===== src/hdl/sapr_pkg.sv =====
// Shared types, widths and constants of the sphere angle to ring pixel block.
// Depends on nothing; every other file of the block imports it.
`timescale 1ns / 1ps
`default_nettype none

package sapr_pkg;

  // Field widths.
  localparam int unsigned ANGLE_BITS = 24;
  localparam int unsigned TH_W       = ANGLE_BITS + 1;
  localparam int unsigned AZ_W       = ANGLE_BITS + 3;
  localparam int unsigned TT_W       = ANGLE_BITS + 1;
  localparam int unsigned RES_W      = 14;
  localparam int unsigned PIX_W      = 30;

  // Resolution register.
  localparam logic [RES_W-1:0] RES_RESET = 14'd64;
  localparam logic [RES_W-1:0] RES_MAX   = 14'd8192;

  // Fixed-point formats of the cosine series and the square root.
  localparam int unsigned X_W    = 30;
  localparam int unsigned R_W    = 31;
  localparam int unsigned Z_W    = ANGLE_BITS + 2;
  localparam int unsigned W_W    = 27;
  localparam int unsigned ROOT_W = 24;
  localparam int unsigned V_W    = 2 * ROOT_W;

  localparam logic [31:0]    PI_Q30 = 32'hC90F_DAA2;
  localparam logic [R_W-1:0] ONE30  = 31'h4000_0000;

  // Horner divisors. The sine uses one step fewer, so its first entry is unused.
  localparam int unsigned HORNER_STEPS = 6;
  localparam int unsigned COS_DIV [HORNER_STEPS] = '{132, 90, 56, 30, 12, 2};
  localparam int unsigned SIN_DIV [HORNER_STEPS] = '{2, 110, 72, 42, 20, 6};

  // Sideband that travels with each beat down the whole pipe.
  typedef struct packed {
    logic [RES_W-1:0] n;
    logic [TT_W-1:0]  tt;
    logic             neg;
    logic             use_sin;
    logic [X_W-1:0]   x;
    logic [Z_W-1:0]   z;
    logic             belt;
    logic [W_W-1:0]   wp;
    logic [W_W-1:0]   wm;
  } side_t;

  // Horner series operands.
  typedef struct packed {
    logic [X_W-1:0] x2;
    logic [R_W-1:0] r;
  } ser_t;

  // Square root partial result: root so far and what is left of the radicand.
  typedef struct packed {
    logic [ROOT_W-1:0] root;
    logic [V_W-1:0]    diff;
  } sq_t;

endpackage

`default_nettype wire


===== src/hdl/sapr_horner_cell.sv =====
// One Horner step of the cosine/sine series: multiply, reciprocal divide, correct.
// Depends on sapr_pkg.
`timescale 1ns / 1ps
`default_nettype none

module sapr_horner_cell import sapr_pkg::*; #(
  parameter int unsigned K = 0
) (
  input  logic  clk,
  input  logic  rst_n,
  input  logic  in_valid,
  output logic  in_ready,
  input  side_t in_side,
  input  ser_t  in_ser,
  output logic  out_valid,
  input  logic  out_ready,
  output side_t out_side,
  output ser_t  out_ser
);

  localparam logic [7:0]  COS_D = 8'(COS_DIV[K]);
  localparam logic [7:0]  SIN_D = 8'(SIN_DIV[K]);
  localparam logic [31:0] COS_M = 32'(64'h1_0000_0000 / 64'(COS_DIV[K]));
  localparam logic [31:0] SIN_M = 32'(64'h1_0000_0000 / 64'(SIN_DIV[K]));
  localparam bit          SIN_SKIP = (K == 0);

  logic [2:0] v_r;
  logic [2:0] rdy;

  side_t          side1_r, side2_r, side3_r;
  ser_t           ser1_r, ser2_r, ser3_r;
  logic [X_W-1:0] pr1_r, pr2_r;
  logic [X_W-1:0] q0_r;

  logic [60:0]    prod1;
  logic [31:0]    recip;
  logic [61:0]    prod2;
  logic [7:0]     dv;
  logic [37:0]    qd;
  logic [37:0]    rem;
  logic [X_W-1:0] q;
  logic [R_W-1:0] r_nxt;

  assign rdy[2]   = !v_r[2] | out_ready;
  assign rdy[1]   = !v_r[1] | rdy[2];
  assign rdy[0]   = !v_r[0] | rdy[1];
  assign in_ready = rdy[0];

  always_comb begin
    prod1 = 61'(in_ser.x2) * 61'(in_ser.r);
    recip = side1_r.use_sin ? SIN_M : COS_M;
    prod2 = 62'(pr1_r) * 62'(recip);
    dv    = side2_r.use_sin ? SIN_D : COS_D;
    qd    = 38'(q0_r) * 38'(dv);
    rem   = 38'(pr2_r) - qd;
    // The reciprocal estimate is low by at most one.
    q     = q0_r + X_W'(rem >= 38'(dv));
    if (side2_r.use_sin && SIN_SKIP) begin
      r_nxt = ser2_r.r;
    end else begin
      r_nxt = ONE30 - R_W'(q);
    end
  end

  always_ff @(posedge clk) begin
    if (!rst_n) begin
      v_r <= '0;
    end else begin
      if (rdy[0]) v_r[0] <= in_valid;
      if (rdy[1]) v_r[1] <= v_r[0];
      if (rdy[2]) v_r[2] <= v_r[1];
    end
  end

  always_ff @(posedge clk) begin
    if (rdy[0]) begin
      side1_r <= in_side;
      ser1_r  <= in_ser;
      pr1_r   <= prod1[59:30];
    end
    if (rdy[1]) begin
      side2_r <= side1_r;
      ser2_r  <= ser1_r;
      pr2_r   <= pr1_r;
      q0_r    <= prod2[61:32];
    end
    if (rdy[2]) begin
      side3_r   <= side2_r;
      ser3_r.x2 <= ser2_r.x2;
      ser3_r.r  <= r_nxt;
    end
  end

  assign out_valid = v_r[2];
  assign out_side  = side3_r;
  assign out_ser   = ser3_r;

endmodule

`default_nettype wire


===== config.mk =====
export PLATFORM = sky130hd
export DESIGN_NAME = sapr_horner_cell
export DESIGN_NICKNAME = d
export VERILOG_FILES = /design/src/hdl/sapr_pkg.sv /design/src/hdl/sapr_horner_cell.sv
export SDC_FILE = /design/constraint.sdc
export NUM_CORES = 2
export LEC_CHECK = 0
export ABC_AREA = 1
export BUFFER_PORTS_ARGS = -buffer_cell sky130_fd_sc_hd__buf_2
export CORE_MARGIN = 3
export CORE_UTILIZATION = 55
export CTS_BUF_LIST = sky130_fd_sc_hd__clkbuf_4
export CTS_CLUSTER_SIZE = 40
export DETAILED_ROUTE_END_ITERATION = 7
export PLACE_DENSITY = 0.73
export SETUP_SLACK_MARGIN = 0.2
export SLEW_MARGIN = 20
export SYNTH_ARGS = -nofsm -noshare
export SYNTH_HDL_FRONTEND = slang
export SYNTH_SLANG_ARGS = --single-unit

===== constraint.sdc =====
create_clock -name clk -period 31.8 [get_ports clk]
set_clock_uncertainty 0.2 [all_clocks]
set_input_delay 6.36 -clock clk [delete_from_list [all_inputs] [get_ports clk]]
set_output_delay 6.36 -clock clk [all_outputs]
set_load 0.1 [all_outputs]

Yosys cells after proc, flatten, opt, wreduce, memory -nomap -nowiden
Index checks and enable logic that the tools add are counted.
{"block": "word_totals", "register_bits": 732, "inputBits": 217, "output_inout_bits": 215, "elab_cells": 55}
{"block": "op_classes", "n_addsub": 3, "mul": 3, "magnitude_cmp": 1, "n_mux": 3, "bitwise_logic": 3, "reduce_logical": 3}
{"operator": "$mul 30x32->62", "n": 1}
{"operator": "$mul 30x31->60", "n": 1}
{"operator": "$ge 38x8->1", "n": 1}
{"operator": "$mul 30x8->38", "n": 1}
{"operator": "$sub 30x38->38", "n": 1}
{"operator": "$mux 32", "n": 1}
{"operator": "$mux 31", "n": 1}
{"operator": "$sub 31x30->31 const A", "n": 1}
{"operator": "$add 30x1->30", "n": 1}
{"operator": "$mux 8", "n": 1}
{"operator": "$logic_not 1->1", "n": 3}
{"operator": "$or 1x1->1", "n": 3}

Logic depth before layout (Yosys ltp)
{"block": "logic_depth", "word_depth": 7, "mapped_depth": 47, "depth_no_buf": 45}

Least setup slack after synthesis
No wires, ideal clock.
{"block": "synth_timing", "path_kind": "in2out", "start": "input out_ready", "end": "output in_ready", "arrival_ns": 17.195, "t_required_ns": 25.240, "slack_ns": 8.045, "path_stages": 4, "path_buffers": 0, "cell_sequence": "inv_1 > nand2_1 > nor2_1 > nand2_1"}
{"block": "synth_between", "elab_chain_len": 3}
{"element": "start, declared", "line_no": "sapr_horner_cell.sv:16", "rtl": "input logic out_ready,"}
{"element": "$or 1x1->1", "line_no": "sapr_horner_cell.sv:44", "rtl": "assign rdy[2] = !v_r[2] | out_ready;"}
{"element": "net rdy[2]", "line_no": "sapr_horner_cell.sv:28", "rtl": "logic [2:0] rdy;"}
{"element": "$or 1x1->1", "line_no": "sapr_horner_cell.sv:45", "rtl": "assign rdy[1] = !v_r[1] | rdy[2];"}
{"element": "$or 1x1->1", "line_no": "sapr_horner_cell.sv:46", "rtl": "assign rdy[0] = !v_r[0] | rdy[1];"}
{"element": "end, declared", "line_no": "sapr_horner_cell.sv:12", "rtl": "output logic in_ready,"}
The timed path passes the listed nets, and every way through them passes these cells.

Worst setup path after layout
Ends and elaborated chain as after synthesis.

==> results.sh <==
export IMPL_run_status="finished with violations"
export IMPL_violations="DRC"
export IMPL_drt_drc_violations_left=6
export IMPL_synthAdderAreaFrac=0.405
export IMPL_first_global_vias=55476
export IMPL_synth_largest_area_cell="edfxtp_1"
export IMPL_setup_viol=0
export IMPL_ios=432
export IMPL_vias=53300
export IMPL_clk_pin_slew_worst_paths_ns=0.07
export IMPL_netlist_area_um2=73300
export IMPL_num_fill_cells=11244
export IMPL_coreArea_um2=132000
export IMPL_hp_class="flop to flop"
export IMPL_max_slew_margin_rel=0.309
export IMPL_cts_tree="built"
export IMPL_fin_ws_ns=16.63
export IMPL_hold_viol=0
export IMPL_h_tree_depth=4
export IMPL_crit_chain="buf_2 > inv_1 > nand2_8 > nor2_1 > nand2_4 > buf_2"
export IMPL_worst_pin_slew_ns=1.04
export IMPL_start_util=0.556
export IMPL_drtIter0Drc=4376
export IMPL_yosys_register_bits=732
export IMPL_drv_cap=0
export IMPL_synth_top_family_by_area="adder cells"
export IMPL_grt_pass1_wl_um=315000
export IMPL_fp_dieArea_um2=138000
export IMPL_root_buffer="clkbuf_4"
export IMPL_slowest_stage="nor2_1"
export IMPL_yosysUniqueCellTypes=45
export IMPL_critPathArrivalTime_ns=8.61
export IMPL_synth_compound_area_frac=0.0328
export IMPL_synth_edf_count=729
export IMPL_rows=133
export IMPL_synth_ff_type="edfxtp_1"
export IMPL_worstSetupStartpointType="input port"
export IMPL_muxShareOfSynthArea=0
export IMPL_clk_latency_ns=1.13
export IMPL_rsz0062_at_grt="no"
export IMPL_cts_sinks=732
export IMPL_post_route_min_period_ns=15.17
export IMPL_syn_inst=7750
export IMPL_synth_xor_area_frac=0.0105
export IMPL_max_clock_freq_mhz=65.9
export IMPL_grt_ovfl_total=0
export IMPL_nets=10138
export IMPL_drive_gt1_frac=0.0936
export IMPL_cts_resized=0
export IMPL_grt_max_degree=134
export IMPL_r2r_slack_ns=22.82
export IMPL_cts_hold_buf=0
export IMPL_syn_to_final_growth_pct=8.52
export IMPL_drv_slew=0
export IMPL_detail_route_antenna_nets=0
export IMPL_yosysWarnings=0
export IMPL_regArea_um2=22000
export IMPL_syn_avg_cell_area_um2=9.46
export IMPL_dieHeight_um=371
export IMPL_grt_total_usage=0.302
export IMPL_drt_pass1_iterations=8
export IMPL_postCtsSetupBuffers=0
export IMPL_path_common_cell="buf_2"
export IMPL_wl_um=204000
export IMPL_synthArstFlopShare=0
export IMPL_post_drt_wl_per_cell_um=20.2
export IMPL_tns_ns=0
export IMPL_synth_nets=9699
export IMPL_port_buffers=431
export IMPL_yosysMostFrequentCell="inv_1"
export IMPL_preCtsSetupSlack_ns=16.30
export IMPL_ys_top_cells_by_area="edfxtp_1, fa_1, ha_1, inv_1, nand2_1"
export IMPL_clock_path_buffers=3
export IMPL_numCtsBuffers=175
export IMPL_antenna_found_initial=21
export IMPL_max_stage_delay_ns=0.63
export IMPL_cp_end_kind="primary output"
export IMPL_post_route_util=0.603
export IMPL_yosys_area_share_simple=0.136
export IMPL_netlist_top_cells_count="inv_1, nand2_1, fa_1"
export IMPL_multi_input_area_um2=42900
export IMPL_dieWidth_um=371
export IMPL_criticalPathCategory="input port to primary output"
export IMPL_place_gp_congestion=0.992
export IMPL_worst_path_max_fanout=76
export IMPL_vias_per_cell=5.28
export IMPL_fin_crit_sh=0.477
export IMPL_synth_top_area_frac=0.298
export IMPL_cp_required_ns=25.24
export IMPL_hpwl_um=164000
export IMPL_yosysSeqAreaShare=0.299
-- worst paths after layout --
| check | start | end | cells past startpoint |
|---|---|---|---|
| max | out_ready | in_ready | 6 |
| min | ser1_r[50]$_DFFE_PP_ | ser2_r[50]$_DFFE_PP_ | 0 |
| max reg2reg | side1_r[111]$_DFFE_PP_ | q0_r[16]$_DFFE_PP_ | 25 |
| min reg2reg | ser1_r[50]$_DFFE_PP_ | ser2_r[50]$_DFFE_PP_ | 0 |
-- stage by stage --
stage / area [um2] / hold slack (ns) / instances
finish: 79600 / 0.109 / 10091
global route: 79600 / 0.133 / 10089
CTS: 79600 / 0.113 / 10082
detailed placement: 77200 / 0.205 / 9767
global placement: 77200 / 0.200 / 9767
floorplan: 73300 / 0.200 / 7750
-- routing by layer --
metal  track usage  share of wire  vias up
met5             0       0.000078        -
met4         0.100          0.034        4
met3        0.0526          0.087      435
met2         0.496           0.47     2429
met1         0.409           0.41    26092
li1              -              -    24340
-- kinds of logic (layout without fill, tap and decap cells) --
group | Yosys count | in the layout
simple gates | 2506 | 2506
buf+inv | 2262 | 2839
fa+ha+maj | 1732 | 1732
flops | 732 | 732
compound gates | 433 | 433
xor+xnor | 84 | 84
other cells | 1 | 10
-- area by class of cell --
cell class,instances,area share
tap,1755,0.0276
sequential,732,0.276
multi-input combinational,4756,0.539
inverter,2060,0.0972
clock buffer,242,0.0228
antenna,9,0.000283
clock inverter,73,0.00673
timing repair buffer,464,0.0302
-- sequential cells by signal, summed over array words and instances (netlist names) --
name      cells
pr1_r        30
ser1_r       61
v_r           3
pr2_r        30
side1_r     152
ser2_r       61
q0_r         30
out_ser      61
side2_r     152
out_side    152
-- placed cells by master, fill, tap and decap left out, types with 6 or more instances in the layout --
master / count
nand3b_1: 7
clkbuf_4: 242
nand3_1: 153
xnor2_1: 21
a21o_1: 22
edfxtp_1: 729
nor2_2: 11
xor2_1: 58
o21bai_1: 20
buf_4: 33
a21oi_1: 209
fa_1: 1074
nor2_1: 420
o21ai_0: 117
diode_2: 9
a21boi_0: 6
nand2_1: 1788
clkinv_2: 11
a31oi_1: 18
o21a_1: 16
nor3_1: 50
buf_2: 431
inv_1: 2055
clkinv_1: 45
nor4_1: 7
nand4_1: 44
ha_1: 658
-- worst max-delay path: cells and delay by family --
| kind | cells | cell delay (ns) |
|---|---|---|
| AND/OR/NAND/NOR | 3 | 1.53 |
| buffers and inverters | 3 | 0.69 |
Power is left out: the tool's default activity adds up to more than one toggle a clock period on the data nets, which glitch-free logic cannot reach.
