$ cat src/hdl/sapr_pkg.sv
// Shared types, widths and constants of the sphere angle to ring pixel block.
// Depends on nothing; every other file of the block imports it.
`timescale 1ns / 1ps
`default_nettype none

package sapr_pkg;

  // Field widths.
  localparam int unsigned ANGLE_BITS = 24;
  localparam int unsigned TH_W       = ANGLE_BITS + 1;
  localparam int unsigned AZ_W       = ANGLE_BITS + 3;
  localparam int unsigned TT_W       = ANGLE_BITS + 1;
  localparam int unsigned RES_W      = 14;
  localparam int unsigned PIX_W      = 30;

  // Resolution register.
  localparam logic [RES_W-1:0] RES_RESET = 14'd64;
  localparam logic [RES_W-1:0] RES_MAX   = 14'd8192;

  // Fixed-point formats of the cosine series and the square root.
  localparam int unsigned X_W    = 30;
  localparam int unsigned R_W    = 31;
  localparam int unsigned Z_W    = ANGLE_BITS + 2;
  localparam int unsigned W_W    = 27;
  localparam int unsigned ROOT_W = 24;
  localparam int unsigned V_W    = 2 * ROOT_W;

  localparam logic [31:0]    PI_Q30 = 32'hC90F_DAA2;
  localparam logic [R_W-1:0] ONE30  = 31'h4000_0000;

  // Horner divisors. The sine uses one step fewer, so its first entry is unused.
  localparam int unsigned HORNER_STEPS = 6;
  localparam int unsigned COS_DIV [HORNER_STEPS] = '{132, 90, 56, 30, 12, 2};
  localparam int unsigned SIN_DIV [HORNER_STEPS] = '{2, 110, 72, 42, 20, 6};

  // Sideband that travels with each beat down the whole pipe.
  typedef struct packed {
    logic [RES_W-1:0] n;
    logic [TT_W-1:0]  tt;
    logic             neg;
    logic             use_sin;
    logic [X_W-1:0]   x;
    logic [Z_W-1:0]   z;
    logic             belt;
    logic [W_W-1:0]   wp;
    logic [W_W-1:0]   wm;
  } side_t;

  // Horner series operands.
  typedef struct packed {
    logic [X_W-1:0] x2;
    logic [R_W-1:0] r;
  } ser_t;

  // Square root partial result: root so far and what is left of the radicand.
  typedef struct packed {
    logic [ROOT_W-1:0] root;
    logic [V_W-1:0]    diff;
  } sq_t;

endpackage

`default_nettype wire

$ cat src/hdl/sapr_sqrt_cell.sv
// One bit of the digit-by-digit integer square root, one pipeline register.
// Depends on sapr_pkg.
`timescale 1ns / 1ps
`default_nettype none

module sapr_sqrt_cell import sapr_pkg::*; #(
  parameter int unsigned BIT = 0
) (
  input  logic  clk,
  input  logic  rst_n,
  input  logic  in_valid,
  output logic  in_ready,
  input  side_t in_side,
  input  sq_t   in_sq,
  output logic  out_valid,
  input  logic  out_ready,
  output side_t out_side,
  output sq_t   out_sq
);

  logic           v_r;
  side_t          side_r;
  sq_t            sq_r;
  logic [V_W-1:0] trial;
  sq_t            sq_nxt;

  assign in_ready = !v_r | out_ready;

  // (root + 2^b)^2 - root^2 = root * 2^(b+1) + 2^(2b)
  always_comb begin
    trial  = (V_W'(in_sq.root) << (BIT + 1)) + (V_W'(1) << (2 * BIT));
    sq_nxt = in_sq;
    if (in_sq.diff >= trial) begin
      sq_nxt.diff = in_sq.diff - trial;
      sq_nxt.root = in_sq.root | (ROOT_W'(1) << BIT);
    end
  end

  always_ff @(posedge clk) begin
    if (!rst_n) begin
      v_r <= 1'b0;
    end else if (in_ready) begin
      v_r <= in_valid;
    end
  end

  always_ff @(posedge clk) begin
    if (in_ready) begin
      side_r <= in_side;
      sq_r   <= sq_nxt;
    end
  end

  assign out_valid = v_r;
  assign out_side  = side_r;
  assign out_sq    = sq_r;

endmodule

`default_nettype wire

$ cat config.mk
export PLATFORM = sky130hd
export DESIGN_NAME = sapr_sqrt_cell
export DESIGN_NICKNAME = d
export VERILOG_FILES = /design/src/hdl/sapr_pkg.sv /design/src/hdl/sapr_sqrt_cell.sv
export SDC_FILE = /design/constraint.sdc
export NUM_CORES = 1
export LEC_CHECK = 0
export ABC_AREA = 1
export ABC_CLOCK_PERIOD_IN_PS = 18110
export BUFFER_PORTS_ARGS = -buffer_cell sky130_fd_sc_hd__buf_2
export CAP_MARGIN = 20
export CORE_AREA = 2 2 178 180
export CTS_CLUSTER_DIAMETER = 40
export DETAILED_ROUTE_END_ITERATION = 6
export DIE_AREA = 0 0 180 182
export GPL_TIMING_DRIVEN = 0
export PLACE_DENSITY = 0.58
export SKIP_CTS_REPAIR_TIMING = 1
export SLEW_MARGIN = 20
export SYNTH_ARGS = -nofsm -noshare
export SYNTH_HDL_FRONTEND = slang
export SYNTH_SLANG_ARGS = --single-unit
$ cat constraint.sdc
create_clock -name clk -period 18.11 [get_ports clk]
set_clock_uncertainty 0.1 [all_clocks]
set_input_delay 2.7165 -clock clk [delete_from_list [all_inputs] [get_ports clk]]
set_output_delay 2.7165 -clock clk [all_outputs]
set_load 0.01 [all_outputs]
==> Word level (Yosys, flattened, before mapping) <==
Cells that the tools add are included.
{ "word_totals": {"ff_bits": 225, "in_bits": 228, "word_cells": 19, "out_inout_bits": 226} }
{ "classes": {"order_cmp": 1, "n_reduce_logical": 1, "muxes": 1, "bitwise": 1, "addsub": 2} }
{ "op_table": {"columns": ["operator", "count"], "rows": [
  ["$ge A48 B26 Y1", 1],
  ["$mux W48", 1],
  ["$sub A48 B26 Y48", 1],
  ["$add A25 B1 Y26 const B", 1],
  ["$logic_not A1 Y1", 1],
  ["$or A1 B1 Y1", 1]
]} }

==> Longest topological paths before layout <==
Gate-level depths: netlist of run 1.
{ "depth": {"ltp_word": 3, "ltp_mapped": 17, "ltp_nobuf": 15} }

==> Worst setup path before layout of run 1 <==
OpenSTA, ideal clock, no wires.
{ "synth_path": {"kind": "input port to output port", "start": "in out_ready", "end": "out in_ready", "n_path_buf": 0, "t_required_ns": 15.293, "path_slack_ns": 7.761, "arrival_ns": 7.532, "stages": 2, "cell_sequence": "inv_1 nand2_1"} }
{ "synth_between": {"elab_chain_cells": 1} }
{ "synth_rtl": {"columns": ["element", "line", "source"], "rows": [
  ["start, declared", "sapr_sqrt_cell.sv:16", "input logic out_ready,"],
  ["$or A1 B1 Y1", "sapr_sqrt_cell.sv:27", "assign in_ready = !v_r | out_ready;"],
  ["end, declared", "sapr_sqrt_cell.sv:12", "output logic in_ready,"]
]} }
Every way passes these cells.

==> Worst setup path after layout of run 1 <==
Same ends and word-level chain as after synthesis.

==> flow_metrics.py, run 1 <==
metrics = {
    "outcome": {
        "status": "completed",
    },
    "critical_path": {
        "path_cells": "buf_2, inv_1, nand2_4, buf_16, buf_2",
        "critPathTopFamily": "buffers and inverters",
        "r2r_setup_slack_ns": 16.04,
        "cp.arrival_ns": 3.81,
        "cp.required_ns": 15.29,
        "worstSetupStartpointType": "input port",
        "crit_path_max_incr_delay_ns": 0.36,
        "critPathSlowestCell": "nand2_4",
        "end_kind": "primary output",
        "crit_buf_inv": 4,
        "path_class": "input port to primary output",
        "cpMostUsedCell": "buf_2",
        "cp_max_fo": 57,
    },
    "global_route": {
        "grt_pass1_vias": 8931,
        "grt_overflow": 0,
        "met1_usage": 0.266,
        "antenna_found_initial": 7,
        "gr-max-usage-layer": "met2",
        "grt.met3_usage": 0.0546,
        "grt.total_usage": 0.223,
        "met2_usage": 0.398,
        "grt_pass1_wl_um": 54400,
        "grt_start_max_net_pins": 58,
    },
    "synth": {
        "synth_area_per_cell_um2": 10.5,
        "synth.cell_area_mm2": 0.0105,
        "synth_fp_nets": 1255,
        "synth_cell_types": 32,
        "synth_flop_cell": "edfxtp_1",
        "ys_ff_latch": 225,
        "yosysSeqAreaShare": 0.643,
        "async_reset_ff_frac": 0,
        "ys_warn_count": 0,
        "synth_edf_count": 224,
        "syn_inst": 1001,
    },
    "clocking": {
        "cts_buffers": 35,
        "cts_tree": "done",
        "cts_root_buf": "clkbuf_16",
        "cts_sinks": 225,
        "cts.clk_slew.worst_paths_ns": 0.06,
        "clk-insertion-delay-late_ns": 0.52,
        "htreeDepth": 2,
        "clockBufferDepth": 3,
    },
    "sta": {
        "slew_violations": 0,
        "finalSetupViolCount": 0,
        "fmax_mhz": 151,
        "worst_pin_slew_ns": 0.560,
        "fin_crit_ns": 6.62,
        "fin_ws_ns": 11.49,
        "setup_tns_ns": 0,
        "finalHoldViolations": 0,
        "rsz0062_at_grt": "false",
        "relSlewSlack": 0.623,
        "timing.final.crit_share": 0.366,
    },
    "cells_and_area": {
        "final_area_mm2": 0.0146,
        "drive_gt1_frac": 0.382,
        "final_nets": 1749,
        "syn_to_final_growth_pct": 39.7,
    },
    "route": {
        "dr.pass1.iters": 6,
        "vias": 8880,
        "drtAntennaViolNets": 0,
        "drt_iter0_markers": 678,
        "wirelength_um": 37400,
        "drc": 0,
        "viasPerCell": 4.60,
        "wl_per_cell_um": 19.4,
    },
    "die": {
        "start_util": 0.338,
        "die_y_um": 182,
        "ios": 454,
        "rows": 65,
        "dieArea_mm2": 0.0328,
        "core_region_area_mm2": 0.0310,
        "die_w_um": 180,
    },
    "hold_path": {
        "hp-class": "flip-flop to flip-flop",
    },
    "pwr": {
        "ir_drop_uv": 55.6,
        "p_per_area_mw_per_mm2": 107,
        "power.static_leakage_uw": 0.00690,
    },
    "placement": {
        "place_congestion": 0.877,
        "place_ws_ns": 11.50,
        "port_buffers": 453,
        "hpwl_um": 30300,
        "place_area_mm2": 0.0134,
    },
    "job": {
        "drv_cap": 0,
    },
}
==> area by class of cell <==
class | instances | area, um^2
clock inverter | 27 | 364
timing repair buffer | 457 | 2370
tap | 402 | 503
clock buffer | 37 | 905
inverter | 166 | 623
multi-input combinational | 603 | 3050
fill | 3005 | 16300
antenna | 5 | 12.5
buffer | 7 | 71.3
sequential | 225 | 6750
==> where the power goes <==
part	leakage [uW]	internal [uW]	switching [uW]
combinational	0.00396	79.7	133
clock	0.000608	458	259
sequential	0.00233	624	9.91
total	0.00690	1160	401
==> metal layers <==
metal,up-vias,part of all wire,wire length [um]
met1,4182,0.40,14900
met3,54,0.065,2430
met5,-,0.00056,21
li1,4309,-,-
met2,331,0.51,19100
met4,4,0.026,968
==> placed cells by master (no fill, tap or decap), types with 2 or more instances in the layout <==
cell	n
diode_2	5
a21boi_0	2
edfxtp_1	224
buf_8	3
inv_2	6
a21oi_1	17
nor3_1	7
buf_2	456
inv_6	5
xor2_1	6
nor2_2	4
buf_16	3
bufinv_16	6
xnor2_1	17
inv_8	2
o21ai_2	10
clkinv_1	5
nand2_2	14
clkinv_4	3
a21oi_2	17
nand3b_1	8
nor2_4	3
inv_1	159
nand4_1	16
clkbuf_16	36
clkinv_8	3
nand2_4	2
o21ai_0	15
clkinvlp_4	3
ha_1	25
nor2_1	86
nand2_1	295
nand3_1	53
==> sequential cells by signal, indices dropped and copies added (netlist names) <==
register,flops
out_side,152
out_valid,1
out_sq,72
==> path summary, 6_finish.rpt <==
path                  start            to  cells after the start
setup / recovery  out_ready      in_ready                      5
hold reg to reg   out_valid     out_valid                      2
hold / removal    out_valid     out_valid                      2
setup reg to reg  out_valid  out_side[90]                      4
==> logic make-up (layout without fill, tap and decap cells) <==
family	Yosys count	count (layout)	synth area share
other	0	5	0
adders and majority gates	26	26	0.0317
DFF	225	225	0.643
and+or+nand+nor	492	492	0.199
xor gates and xnor gates	23	23	0.0192
buffers and inverters	173	694	0.0662
AOI/OAI and AO/OA	62	62	0.0400
==> stage by stage <==
stage / std cells / total power [uW] / utilization / hold slack, ns
6_report: 1929 / 1560 / 0.473 / 0.807
5_1_grt: 1926 / 1630 / 0.472 / 0.874
4_1_cts: 1924 / 1580 / 0.472 / 0.813
3_5_place_dp: 1860 / 859 / 0.431 / 0.812
3_3_place_gp: 1856 / 862 / 0.428 / 2.79
2_1_floorplan: 1001 / 755 / - / 2.72
==> worst reg2reg max path, delay by kind of cell (launching register included) <==
kind	cells	cell delay (ns)
buffers and inverters	3	0.92
DFF	1	0.33
and+or+nand+nor	1	0.37
==> Yosys cell counts (all sizes together), types with 8 or more instances <==
cell    count  area [um^2]
a21oi      34          234
edfxtp    224         6730
ha         25          313
inv       165          619
nand2     311         1210
nand3      55          293
nand3b      8         60.1
nand4      16          100
nor2       93          382
o21ai      25          163
xnor2      17          149
No activity file was read; power rests on OpenSTA's default activity.
==> run 2, diff against run 1 <==
ABC_AREA = 0   (was 1)
ABC_CLOCK_PERIOD_IN_PS = 5500   (was 18110)
CORE_AREA = 2 2 176 178   (was 2 2 178 180)
DIE_AREA = 0 0 178 180   (was 0 0 180 182)
PLACE_DENSITY = 0.56   (was 0.58)
clock period = 5.5 ns   (was 18.11 ns; I/O delays follow)
==> flow_metrics.py, run 2 <==
metrics = {
    "global_route": {
        "grt_start_max_net_pins": 54,
        "antenna_found_initial": 11,
        "grt.total_usage": 0.186,
        "grt_overflow": 0,
        "grt_pass1_wl_um": 43700,
        "grt_pass1_vias": 6961,
    },
    "die": {
        "rows": 64,
        "die_w_um": 178,
        "dieArea_mm2": 0.0320,
        "die_y_um": 180,
        "start_util": 0.300,
        "ios": 454,
        "core_region_area_mm2": 0.0302,
    },
    "critical_path": {
        "timing.rr.end": "out_side[44]",
        "path_class": "input port to flip-flop",
        "end_kind": "flip-flop",
        "cp_max_fo": 6,
        "ff2ff_path_depth": 3,
        "cp.required_ns": 5.64,
        "cp.arrival_ns": 3.78,
        "r2r_setup_slack_ns": 3.61,
        "worstSetupStartpointType": "input port",
        "regToRegStartpoint": "out_valid",
    },
    "synth": {
        "yosys.area.top_type": "edfxtp_1",
        "synth_top_area_share": 0.742,
        "ys_ff_latch": 225,
        "synth_common_cells": "edfxtp_1, nand2_1, xnor2_1",
        "syn_inst": 574,
        "synthTopCellsByArea": "edfxtp_1, ha_1, xnor2_1",
        "synth.cell_area_mm2": 0.00907,
        "synth_area_per_cell_um2": 15.8,
        "synth_most_common_cell": "edfxtp_1",
        "synth_edf_count": 224,
        "synth_flop_cell": "edfxtp_1",
        "synth_fp_nets": 828,
        "yosysSeqAreaShare": 0.744,
        "synth_cell_types": 58,
        "ys_warn_count": 0,
        "async_reset_ff_frac": 0,
    },
    "route": {
        "drt_iter0_markers": 387,
        "drc": 0,
        "vias": 6828,
        "wirelength_um": 31000,
        "wl_per_cell_um": 20.5,
        "drtAntennaViolNets": 0,
        "dr.pass1.iters": 6,
        "viasPerCell": 4.53,
    },
    "placement": {
        "place_ws_ns": 1.28,
        "port_buffers": 453,
        "hpwl_um": 24300,
        "place_congestion": 0.839,
    },
    "clocking": {
        "clk-insertion-delay-late_ns": 0.52,
        "htreeDepth": 2,
        "cts_root_buf": "clkbuf_16",
        "cts_tree": "done",
        "cts_sinks": 225,
        "cts.clk_slew.worst_paths_ns": 0.06,
        "cts_buffers": 42,
        "clockBufferDepth": 3,
    },
    "sta": {
        "relSlewSlack": 0.452,
        "slew_violations": 0,
        "rsz0062_at_grt": "false",
        "setup_tns_ns": 0,
        "worst_pin_slew_ns": 0.813,
        "finalHoldViolations": 0,
        "whs_ns": 0.376,
        "fmax_mhz": 275,
        "fin_ws_ns": 1.86,
        "fin_crit_ns": 3.64,
        "timing.final.crit_share": 0.662,
        "finalSetupViolCount": 0,
    },
    "hold_path": {
        "whs_path_depth": 1,
        "hold_end": "out_side[139]",
        "worstHoldStart": "in_side[139]",
        "hp-class": "input port to flip-flop",
    },
    "pwr": {
        "p_per_area_mw_per_mm2": 393,
        "power.static_leakage_uw": 0.00577,
        "ir_drop_uv": 191,
    },
    "outcome": {
        "status": "completed",
    },
    "cells_and_area": {
        "largest_reg_flops": 152,
        "syn_to_final_growth_pct": 47.6,
        "final_cell_mix": "buf_2, edfxtp_1, nand2_1, clkbuf_16, xnor2_1",
        "fillers": 2857,
        "layout_commonest_cell": "buf_2",
        "drive_gt1_frac": 0.501,
        "final_nets": 1329,
    },
    "job": {
        "drv_cap": 0,
    },
}
run 2: cells by family after synthesis:
logic type	synth area share
compound gates	0.0753
xor+xnor	0.0444
fa+ha+maj	0.0367
buf+inv	0.0178
flops	0.744
mux	0.00372
simple gates	0.0781
run 2: cell type report:
class	count	area, um^2	share of cell area
Inverter	32	120	0.00897
Timing Repair Buffer	457	2380	0.178
Antenna cell	5	12.5	0.000935
Tap cell	396	495	0.0370
Clock inverter	28	327	0.0244
Multi-Input combinational cell	308	2170	0.162
Clock buffer	47	1090	0.0815
Sequential cell	225	6750	0.504
Buffer	9	41.3	0.00308
run 2: worst max path at each step:
stage | startpoint | to | slack (ns) | cells after the start
6_report | in_sq[1] | out_sq[44] | 1.86 | 10
5_1_grt | in_sq[64] | out_sq[35] | 1.69 | 11
4_1_cts | in_sq[1] | out_sq[44] | 1.81 | 10
3_5_place_dp | in_sq[1] | out_sq[36] | 1.28 | 10
3_3_place_gp | out_ready | in_ready | -1.07 | 3
2_1_floorplan | out_ready | in_ready | 0.88 | 1
run 2: routing by layer:
metal	vias up	track usage	part of all wire
met3	66	0.0711	0.099
met2	306	0.319	0.49
li1	3196	-	-
met5	-	0	0.0025
met4	12	0.0731	0.034
met1	3248	0.207	0.37
run 2: through the flow:
step                      power (uW)  cell area (um^2)  utilization  instances
after floorplan                 2420              9070            -        574
after global routing            5460             13400        0.443       1503
after global placement          2740             11800        0.392       1423
after CTS                       5330             13400        0.443       1502
final                           5260             13400        0.443       1507
after detailed placement        2740             11900        0.396       1427
run 2: power by group:
part | leakage, uW | internal (uW) | total [uW] | switching [uW]
Sequential | 0.00233 | 2060 | 2090 | 32.4
Clock | 0.000666 | 1680 | 2560 | 881
Combinational | 0.00278 | 249 | 611 | 361
run 2: critical path, cell delays in order:
cell and delay (ns):
buf_2 0.12, fa_1 0.48, a211oi_1 0.31, o211ai_1 0.21, a31oi_1 0.32, o21ai_0 0.36, a31o_2 0.38, nor3_2 0.44
nand3b_1 0.16, xnor2_1 0.17
